[src/hdl/bqlc_pkg.sv]
// Package for the biquad low-pass cascade: widths, codes, control word types
// and the microcode store. No dependencies.
package bqlc_pkg;

  localparam int SAMPLE_BITS    = 16;
  localparam int COEF_FRAC_BITS = 16;
  localparam int COEF_BITS      = COEF_FRAC_BITS + 2;
  localparam int SECTION_COUNT  = 2;
  localparam int SEC_BITS       = (SECTION_COUNT > 1) ? $clog2(SECTION_COUNT) : 1;
  localparam int PROD_BITS      = COEF_BITS + SAMPLE_BITS;
  localparam int ACC_BITS       = PROD_BITS + 3;
  localparam int PC_BITS        = 4;
  localparam int CFG_IDX_BITS   = 3;

  typedef logic signed [SAMPLE_BITS-1:0] sample_t;
  typedef logic signed [COEF_BITS-1:0]   coef_t;
  typedef logic [SEC_BITS-1:0]           sec_t;
  typedef logic [PC_BITS-1:0]            pc_t;

  // reset coefficients: Butterworth low-pass, 330 Hz at 8 kHz, Q2.16
  localparam coef_t B0_RESET = COEF_BITS'(927);
  localparam coef_t B1_RESET = COEF_BITS'(1853);
  localparam coef_t B2_RESET = COEF_BITS'(927);
  localparam coef_t A1_RESET = COEF_BITS'(-107256);
  localparam coef_t A2_RESET = COEF_BITS'(45428);

  typedef enum logic [CFG_IDX_BITS-1:0] {
    REG_B0 = 3'd0,
    REG_B1 = 3'd1,
    REG_B2 = 3'd2,
    REG_A1 = 3'd3,
    REG_A2 = 3'd4
  } cfg_reg_e;

  typedef enum logic [2:0] {
    COEF_B0, COEF_B1, COEF_B2, COEF_A1, COEF_A2
  } coef_sel_e;

  typedef enum logic [2:0] {
    OPND_X, OPND_XH0, OPND_XH1, OPND_YH0, OPND_YH1
  } opnd_sel_e;

  typedef enum logic [1:0] {
    ACC_HOLD, ACC_LOAD, ACC_ADD, ACC_SUB
  } acc_op_e;

  typedef enum logic [2:0] {
    JMP_NEXT,      // fall through
    JMP_WAIT_IN,   // hold until a sample arrives
    JMP_MORE_SEC,  // to target while sections remain
    JMP_WAIT_OUT,  // hold until output register free, then to target
    JMP_ALWAYS
  } jump_e;

  typedef struct packed {
    coef_sel_e coef_sel;
    opnd_sel_e opnd_sel;
    acc_op_e   acc_op;
    logic      finish;  // round, saturate, shift histories
    logic      emit;    // load output register
    jump_e     jump;
    pc_t       target;
  } ctrl_word_t;

  typedef struct packed {
    logic in_valid;
    logic out_free;
  } seq_status_t;

  typedef struct packed {
    ctrl_word_t word;
    sec_t       sec;
    logic       in_ready;
    logic       emit;
  } seq_ctrl_t;

  localparam pc_t PC_WAIT = PC_BITS'(0);
  localparam pc_t PC_SECT = PC_BITS'(1);

  // Product of step n is accumulated in step n+1.
  function automatic ctrl_word_t ucode(pc_t pc);
    ctrl_word_t w;
    w = '{COEF_B0, OPND_X, ACC_HOLD, 1'b0, 1'b0, JMP_NEXT, PC_WAIT};
    case (pc)
      4'd0: w.jump = JMP_WAIT_IN;
      4'd1: begin w.coef_sel = COEF_B0; w.opnd_sel = OPND_X; end
      4'd2: begin w.coef_sel = COEF_B1; w.opnd_sel = OPND_XH0; w.acc_op = ACC_LOAD; end
      4'd3: begin w.coef_sel = COEF_B2; w.opnd_sel = OPND_XH1; w.acc_op = ACC_ADD; end
      4'd4: begin w.coef_sel = COEF_A1; w.opnd_sel = OPND_YH0; w.acc_op = ACC_ADD; end
      4'd5: begin w.coef_sel = COEF_A2; w.opnd_sel = OPND_YH1; w.acc_op = ACC_SUB; end
      4'd6: w.acc_op = ACC_SUB;
      4'd7: begin w.finish = 1'b1; w.jump = JMP_MORE_SEC; w.target = PC_SECT; end
      4'd8: begin w.emit = 1'b1; w.jump = JMP_WAIT_OUT; w.target = PC_WAIT; end
      default: begin w.jump = JMP_ALWAYS; w.target = PC_WAIT; end
    endcase
    return w;
  endfunction

endpackage

[src/hdl/bqlc_if.sv]
// Channel interfaces for the biquad cascade: sample in, sample out, config.
// Depends on bqlc_pkg.
interface bqlc_in_if import bqlc_pkg::*; ();
  logic    valid;
  logic    ready;
  sample_t sample_in;
  modport source (output valid, output sample_in, input ready);
  modport sink (input valid, input sample_in, output ready);
endinterface

interface bqlc_out_if import bqlc_pkg::*; ();
  logic    valid;
  logic    ready;
  sample_t sample_out;
  modport source (output valid, output sample_out, input ready);
  modport sink (input valid, input sample_out, output ready);
endinterface

interface bqlc_cfg_if import bqlc_pkg::*; ();
  logic                    valid;
  logic                    ready;
  logic [CFG_IDX_BITS-1:0] index;
  logic [COEF_BITS-1:0]    data;
  modport source (output valid, output index, output data, input ready);
  modport sink (input valid, input index, input data, output ready);
endinterface

[src/hdl/bqlc_sequencer.sv]
// Microcode sequencer: step counter, section counter and conditional jumps.
// Depends on bqlc_pkg (ucode table and control types).
module bqlc_sequencer import bqlc_pkg::*; (
  input  logic        clk_i,
  input  logic        rst_ni,
  input  seq_status_t status_i,
  output seq_ctrl_t   ctrl_o
);

  localparam sec_t LAST_SEC = SEC_BITS'(SECTION_COUNT - 1);

  pc_t        pc_q, pc_d;
  sec_t       sec_q, sec_d;
  ctrl_word_t word;

  always_comb begin
    word  = ucode(pc_q);
    pc_d  = pc_q;
    sec_d = sec_q;
    case (word.jump)
      JMP_NEXT: pc_d = pc_q + PC_BITS'(1);
      JMP_WAIT_IN: begin
        if (status_i.in_valid) begin
          pc_d  = pc_q + PC_BITS'(1);
          sec_d = '0;
        end
      end
      JMP_MORE_SEC: begin
        if (sec_q != LAST_SEC) begin
          pc_d  = word.target;
          sec_d = sec_q + SEC_BITS'(1);
        end else begin
          pc_d = pc_q + PC_BITS'(1);
        end
      end
      JMP_WAIT_OUT: begin
        if (status_i.out_free) pc_d = word.target;
      end
      JMP_ALWAYS: pc_d = word.target;
      default: pc_d = PC_WAIT;
    endcase
  end

  always_ff @(posedge clk_i or negedge rst_ni) begin
    if (!rst_ni) begin
      pc_q  <= PC_WAIT;
      sec_q <= '0;
    end else begin
      pc_q  <= pc_d;
      sec_q <= sec_d;
    end
  end

  assign ctrl_o.word     = word;
  assign ctrl_o.sec      = sec_q;
  assign ctrl_o.in_ready = (word.jump == JMP_WAIT_IN);
  assign ctrl_o.emit     = word.emit & status_i.out_free;

endmodule

[src/hdl/biquad_lowpass_cascade_core.sv]
// Top level of the two-section direct-form-I biquad low-pass cascade.
// Depends on bqlc_pkg, bqlc_if.sv and bqlc_sequencer.
//
// Usage
//   in_s_i  : one signed Q1.15 sample per transaction (valid/ready).
//   out_s_o : one filtered, saturated Q1.15 sample per input transaction.
//   cfg_i   : coefficient writes, index 0..4 = b0, b1, b2, a1, a2 (Q2.16);
//             other indexes are dropped. Always ready; write only when idle.
//   One shared 18x16 multiplier with a registered product feeds a single
//   accumulator; a 9-step microprogram drives it. Each section runs 5
//   products, one drain and one round/saturate/history step. The sequencer
//   takes one sample at a time: it steps through wait, each section and
//   emit, and returns to wait for the next sample only after the emit step.
//   The output register is separate from the datapath: a new sample is
//   accepted while the last result still waits. If the receiver stalls,
//   the sequencer holds in its emit step until the register frees up.
//   Reset clears all histories, the sequencer and the output valid, and
//   loads the 330 Hz / 8 kHz Butterworth coefficients.
module biquad_lowpass_cascade_core import bqlc_pkg::*; (
  input  logic           clk_i,
  input  logic           rst_ni,
  bqlc_in_if.sink        in_s_i,
  bqlc_out_if.source     out_s_o,
  bqlc_cfg_if.sink       cfg_i
);

  localparam logic signed [ACC_BITS-1:0] ROUND_HALF =
    ACC_BITS'(1) <<< (COEF_FRAC_BITS - 1);
  localparam logic signed [ACC_BITS-1:0] SAT_HI =
    ACC_BITS'((1 << (SAMPLE_BITS - 1)) - 1);
  localparam logic signed [ACC_BITS-1:0] SAT_LO =
    -SAT_HI - ACC_BITS'(1);

  // coefficient registers
  coef_t b0_q, b1_q, b2_q, a1_q, a2_q;

  // per-section histories: [0] previous, [1] the one before
  sample_t xh_q [SECTION_COUNT][2];
  sample_t yh_q [SECTION_COUNT][2];

  sample_t                      x_q;     // current section input
  logic signed [PROD_BITS-1:0]  prod_q;
  logic signed [ACC_BITS-1:0]   acc_q;
  logic                         out_valid_q;
  sample_t                      out_q;

  seq_status_t status;
  seq_ctrl_t   ctrl;

  coef_t                       coef_op;
  sample_t                     opnd;
  logic signed [ACC_BITS-1:0]  prod_ext;
  logic signed [ACC_BITS-1:0]  rounded;
  logic signed [ACC_BITS-1:0]  shifted;
  sample_t                     y_sat;
  logic                        accept;

  assign status.in_valid = in_s_i.valid;
  assign status.out_free = ~out_valid_q | out_s_o.ready;

  bqlc_sequencer u_seq (
    .clk_i    (clk_i),
    .rst_ni   (rst_ni),
    .status_i (status),
    .ctrl_o   (ctrl)
  );

  assign in_s_i.ready = ctrl.in_ready;
  assign accept       = in_s_i.valid & ctrl.in_ready;
  assign cfg_i.ready  = 1'b1;

  // config writes
  always_ff @(posedge clk_i or negedge rst_ni) begin
    if (!rst_ni) begin
      b0_q <= B0_RESET;
      b1_q <= B1_RESET;
      b2_q <= B2_RESET;
      a1_q <= A1_RESET;
      a2_q <= A2_RESET;
    end else if (cfg_i.valid) begin
      case (cfg_reg_e'(cfg_i.index))
        REG_B0: b0_q <= cfg_i.data;
        REG_B1: b1_q <= cfg_i.data;
        REG_B2: b2_q <= cfg_i.data;
        REG_A1: a1_q <= cfg_i.data;
        REG_A2: a2_q <= cfg_i.data;
        default: ;
      endcase
    end
  end

  // multiplier operand selection
  always_comb begin
    case (ctrl.word.coef_sel)
      COEF_B0: coef_op = b0_q;
      COEF_B1: coef_op = b1_q;
      COEF_B2: coef_op = b2_q;
      COEF_A1: coef_op = a1_q;
      COEF_A2: coef_op = a2_q;
      default: coef_op = b0_q;
    endcase
    case (ctrl.word.opnd_sel)
      OPND_X:   opnd = x_q;
      OPND_XH0: opnd = xh_q[ctrl.sec][0];
      OPND_XH1: opnd = xh_q[ctrl.sec][1];
      OPND_YH0: opnd = yh_q[ctrl.sec][0];
      OPND_YH1: opnd = yh_q[ctrl.sec][1];
      default:  opnd = x_q;
    endcase
  end

  // round half up, floor shift, clamp to sample range
  assign prod_ext = ACC_BITS'(prod_q);
  assign rounded  = acc_q + ROUND_HALF;
  assign shifted  = rounded >>> COEF_FRAC_BITS;

  always_comb begin
    if (shifted > SAT_HI) begin
      y_sat = SAT_HI[SAMPLE_BITS-1:0];
    end else if (shifted < SAT_LO) begin
      y_sat = SAT_LO[SAMPLE_BITS-1:0];
    end else begin
      y_sat = shifted[SAMPLE_BITS-1:0];
    end
  end

  // datapath payload: product, accumulator, section input
  always_ff @(posedge clk_i) begin
    prod_q <= PROD_BITS'(coef_op * opnd);
    case (ctrl.word.acc_op)
      ACC_LOAD: acc_q <= prod_ext;
      ACC_ADD:  acc_q <= acc_q + prod_ext;
      ACC_SUB:  acc_q <= acc_q - prod_ext;
      default:  acc_q <= acc_q;
    endcase
    if (accept) begin
      x_q <= in_s_i.sample_in;
    end else if (ctrl.word.finish) begin
      x_q <= y_sat;  // feeds next section, or the output on the last
    end
  end

  // filter state
  always_ff @(posedge clk_i or negedge rst_ni) begin
    if (!rst_ni) begin
      for (int s = 0; s < SECTION_COUNT; s++) begin
        for (int k = 0; k < 2; k++) begin
          xh_q[s][k] <= '0;
          yh_q[s][k] <= '0;
        end
      end
    end else if (ctrl.word.finish) begin
      xh_q[ctrl.sec][1] <= xh_q[ctrl.sec][0];
      xh_q[ctrl.sec][0] <= x_q;
      yh_q[ctrl.sec][1] <= yh_q[ctrl.sec][0];
      yh_q[ctrl.sec][0] <= y_sat;
    end
  end

  // output register
  always_ff @(posedge clk_i or negedge rst_ni) begin
    if (!rst_ni) begin
      out_valid_q <= 1'b0;
    end else if (ctrl.emit) begin
      out_valid_q <= 1'b1;
    end else if (out_s_o.ready) begin
      out_valid_q <= 1'b0;
    end
  end

  always_ff @(posedge clk_i) begin
    if (ctrl.emit) out_q <= x_q;
  end

  assign out_s_o.valid      = out_valid_q;
  assign out_s_o.sample_out = out_q;

endmodule

[src/flat_wrapper.sv]
// flat-port wrapper written by rule: the top's interface ports become plain ports
module biquad_lowpass_cascade_core_flat import bqlc_pkg::*;
  (clk_i, rst_ni, in_s_i_valid, in_s_i_sample_in, in_s_i_ready, out_s_o_valid, out_s_o_sample_out, out_s_o_ready, cfg_i_valid, cfg_i_index, cfg_i_data, cfg_i_ready);
  bqlc_in_if in_s_i_i ();
  bqlc_out_if out_s_o_i ();
  bqlc_cfg_if cfg_i_i ();
  input  logic clk_i;
  input  logic rst_ni;
  input wire logic [$bits(in_s_i_i.valid)-1:0] in_s_i_valid;
  input wire logic [$bits(in_s_i_i.sample_in)-1:0] in_s_i_sample_in;
  output wire logic [$bits(in_s_i_i.ready)-1:0] in_s_i_ready;
  output wire logic [$bits(out_s_o_i.valid)-1:0] out_s_o_valid;
  output wire logic [$bits(out_s_o_i.sample_out)-1:0] out_s_o_sample_out;
  input wire logic [$bits(out_s_o_i.ready)-1:0] out_s_o_ready;
  input wire logic [$bits(cfg_i_i.valid)-1:0] cfg_i_valid;
  input wire logic [$bits(cfg_i_i.index)-1:0] cfg_i_index;
  input wire logic [$bits(cfg_i_i.data)-1:0] cfg_i_data;
  output wire logic [$bits(cfg_i_i.ready)-1:0] cfg_i_ready;
  assign in_s_i_i.valid = in_s_i_valid;
  assign in_s_i_i.sample_in = in_s_i_sample_in;
  assign in_s_i_ready = in_s_i_i.ready;
  assign out_s_o_valid = out_s_o_i.valid;
  assign out_s_o_sample_out = out_s_o_i.sample_out;
  assign out_s_o_i.ready = out_s_o_ready;
  assign cfg_i_i.valid = cfg_i_valid;
  assign cfg_i_i.index = cfg_i_index;
  assign cfg_i_i.data = cfg_i_data;
  assign cfg_i_ready = cfg_i_i.ready;
  biquad_lowpass_cascade_core u_core (.clk_i(clk_i), .rst_ni(rst_ni), .in_s_i(in_s_i_i), .out_s_o(out_s_o_i), .cfg_i(cfg_i_i));
endmodule
[config.mk]
export PLATFORM = sky130hd
export DESIGN_NAME = biquad_lowpass_cascade_core_flat
export DESIGN_NICKNAME = d
export VERILOG_FILES = /design/src/hdl/bqlc_pkg.sv /design/src/hdl/bqlc_if.sv /design/src/hdl/bqlc_sequencer.sv /design/src/hdl/biquad_lowpass_cascade_core.sv /design/src/flat_wrapper.sv
export SDC_FILE = /design/constraint.sdc
export NUM_CORES = 1
export LEC_CHECK = 0
export BUFFER_PORTS_ARGS = -buffer_cell sky130_fd_sc_hd__buf_2
export CAP_MARGIN = 10
export CORE_MARGIN = 3
export CORE_UTILIZATION = 57
export CTS_CLUSTER_SIZE = 25
export DETAILED_ROUTE_END_ITERATION = 7
export GPL_TIMING_DRIVEN = 0
export PLACE_DENSITY = 0.84
export SLEW_MARGIN = 20
export SYNTH_ARGS = -nofsm -noshare
export SYNTH_HDL_FRONTEND = slang
export SYNTH_HIERARCHICAL = 1
export SYNTH_SLANG_ARGS = --single-unit
[constraint.sdc]
create_clock -name clk_i -period 8.04 [get_ports clk_i]
set_input_delay 2.412 -clock clk_i [delete_from_list [all_inputs] [get_ports clk_i]]
set_output_delay 2.412 -clock clk_i [all_outputs]
set_load 0.03 [all_outputs]
==> results.json <==
{
  "fp.dieW_um": 225,
  "setup_ws_ns": -0.239,
  "violations": "negative setup slack",
  "final_area_um2": 32000,
  "grt_max_degree": 94,
  "dpl.cell_count": 3408,
  "critPathSlowestCell": "fa_1",
  "required_ns": 8.51,
  "crit_arrival_ns": 8.75,
  "final-hold-violation-count": 0,
  "clk_latency_ns": 0.57,
  "drv_cap": 0,
  "yosys_warnings": 6,
  "multi_input_area_um2": 18000,
  "fp.dieH_um": 225,
  "antenna_found_initial": 4,
  "critPathMaxFanout": 10,
  "ant_nets": 0,
  "core_um2": 47100,
  "final_util": 0.680,
  "vias": 22600,
  "use_met1": 0.373,
  "drv_slew": 0,
  "clockBufferDepth": 3,
  "cts_root_buf": "clkbuf_16",
  "start_util": 0.582,
  "nets": 3404,
  "synthesis.area_um2": 27400,
  "clock_sinks": 327,
  "drtPass1Iterations": 6,
  "clkTransAtPathRegs_ns": 0.06,
  "drive_gt1_frac": 0.242,
  "min_path_type": "register to register",
  "h-tree-depth": 2,
  "rows": 79,
  "status": "complete, but fails checks",
  "finalNonFillerCells": 3581,
  "grt_pass1_wl_mm": 122,
  "regArea_um2": 8410,
  "start_kind": "register",
  "rsz0062_at_grt": "true",
  "drc": 0,
  "cts_hold_buf": 0,
  "die_area_um2": 50700,
  "postPlaceCellArea_um2": 28600,
  "worst_slew_pin_slew_ns": 1.07,
  "syn_nets": 3201,
  "dp_slack_ns": -1.69,
  "cpLargestDelayFamily": "adder cells",
  "cp_num_buf_inv": 8,
  "worstSetupPathType": "register to register",
  "syn_area_per_cell_um2": 10.0,
  "routed_wl_mm": 85.4,
  "viasPerCell": 6.32,
  "portBuffers": 57,
  "met3_usage": 0.0779,
  "met2_usage": 0.506,
  "cts_tree": "built",
  "dr.first_iter.drc_count": 2435,
  "post-dp-hpwl_mm": 56.4,
  "grt_pass1_vias": 23300,
  "area_growth_pct": 16.7,
  "track_usage": 0.309,
  "end_kind": "register",
  "cts_buffers": 37,
  "cpPeakStageDelay_ns": 0.58,
  "ios": 61,
  "slew_headroom": 0.286,
  "grt.busiest_layer": "met2",
  "min_period_over_period": 1.03,
  "fmax_mhz": 121,
  "setup_viol": 9,
  "fin_crit_ns": 8.28,
  "worst_path_most_repeated_cell": "fa_1",
  "finalClockSkew_ns": 0.0319,
  "netlist_instances": 2740,
  "finalWeightedCongestion": 0.951,
  "post_drt_wl_per_cell_um": 23.9,
  "fillCellCount": 3138,
  "globalRouteOverflowTotal": 0
}
[per-layer routing]
metal | part of all wire | routed length, um
met1 | 0.34 | 29200
met2 | 0.46 | 39600
met3 | 0.11 | 9710
met4 | 0.081 | 6920
met5 | 0.00015 | 13
[stage by stage]
step / TNS [ns] / hold WS [ns]
after floorplan: 0 / 0.462
after global placement: -18.23 / 0.484
after detailed placement: -22.89 / 0.493
after CTS: 0 / 0.508
after global routing: -2.21 / 0.518
final: -1.24 / 0.506
[cell type report]
type                    count  share of cell area
diodes                      2            0.000157
plain buffers              91              0.0198
clock buffers              51              0.0335
clock inverters            17             0.00685
inverters                 391              0.0463
multi-input cells        1910               0.561
flip-flops and latches    327               0.263
well taps                 607              0.0237
repair buffers            185              0.0452
[sequential cells by signal (all words and copies together) (netlist names), 18 cells and up]
name / cells
u_core/xh_q: 64
u_core/b1_q: 18
u_core/a2_q: 18
u_core/acc_q: 37
u_core/yh_q: 64
u_core/a1_q: 18
u_core/b2_q: 18
u_core/b0_q: 18
u_core/prod_q: 34
[worst paths after layout]
kind / start / end / slack, ns / depth (start not counted)
setup / recovery: u_core/u_seq/pc_q[0]$_DFFE_PN0P_ / u_core/prod_q[32]$_DFF_P_ / -0.24 / 30
hold / removal: u_core/b2_q[12]$_DFFE_PN0P_ / u_core/b2_q[12]$_DFFE_PN0P_ / 0.51 / 1
setup reg to reg: u_core/u_seq/pc_q[0]$_DFFE_PN0P_ / u_core/prod_q[32]$_DFF_P_ / -0.24 / 30
hold reg to reg: u_core/b2_q[12]$_DFFE_PN0P_ / u_core/b2_q[12]$_DFFE_PN0P_ / 0.51 / 1
max in group asynchronous: rst_ni / u_core/a2_q[15]$_DFFE_PN1P_ / 5.47 / 2
min in group asynchronous: rst_ni / u_core/xh_q[47]$_DFFE_PN0P_ / 1.74 / 1
[repair_timing]
item / 4_1_cts / 5_1_grt
pin swaps: 25 / 86
setup buffers: 51 / 72
gates cloned: 0 / 1
resized for setup: 162 / 147
endpoints found under the setup margin: 23 / 14
hold endpoints to repair: 0 / 0
[cells in the final DEF (no fill, tap or decap), drive strengths merged, types with 108 or more instances in the layout]
cell	instances
fa	292
dfrtp	185
ha	127
nor2	280
mux2	208
inv	394
a21oi	108
nand2	245
buf	214
clkbuf	113
Power is left out: the tool's default activity adds up to more than one toggle a clock period on the data nets, which glitch-free logic cannot reach.
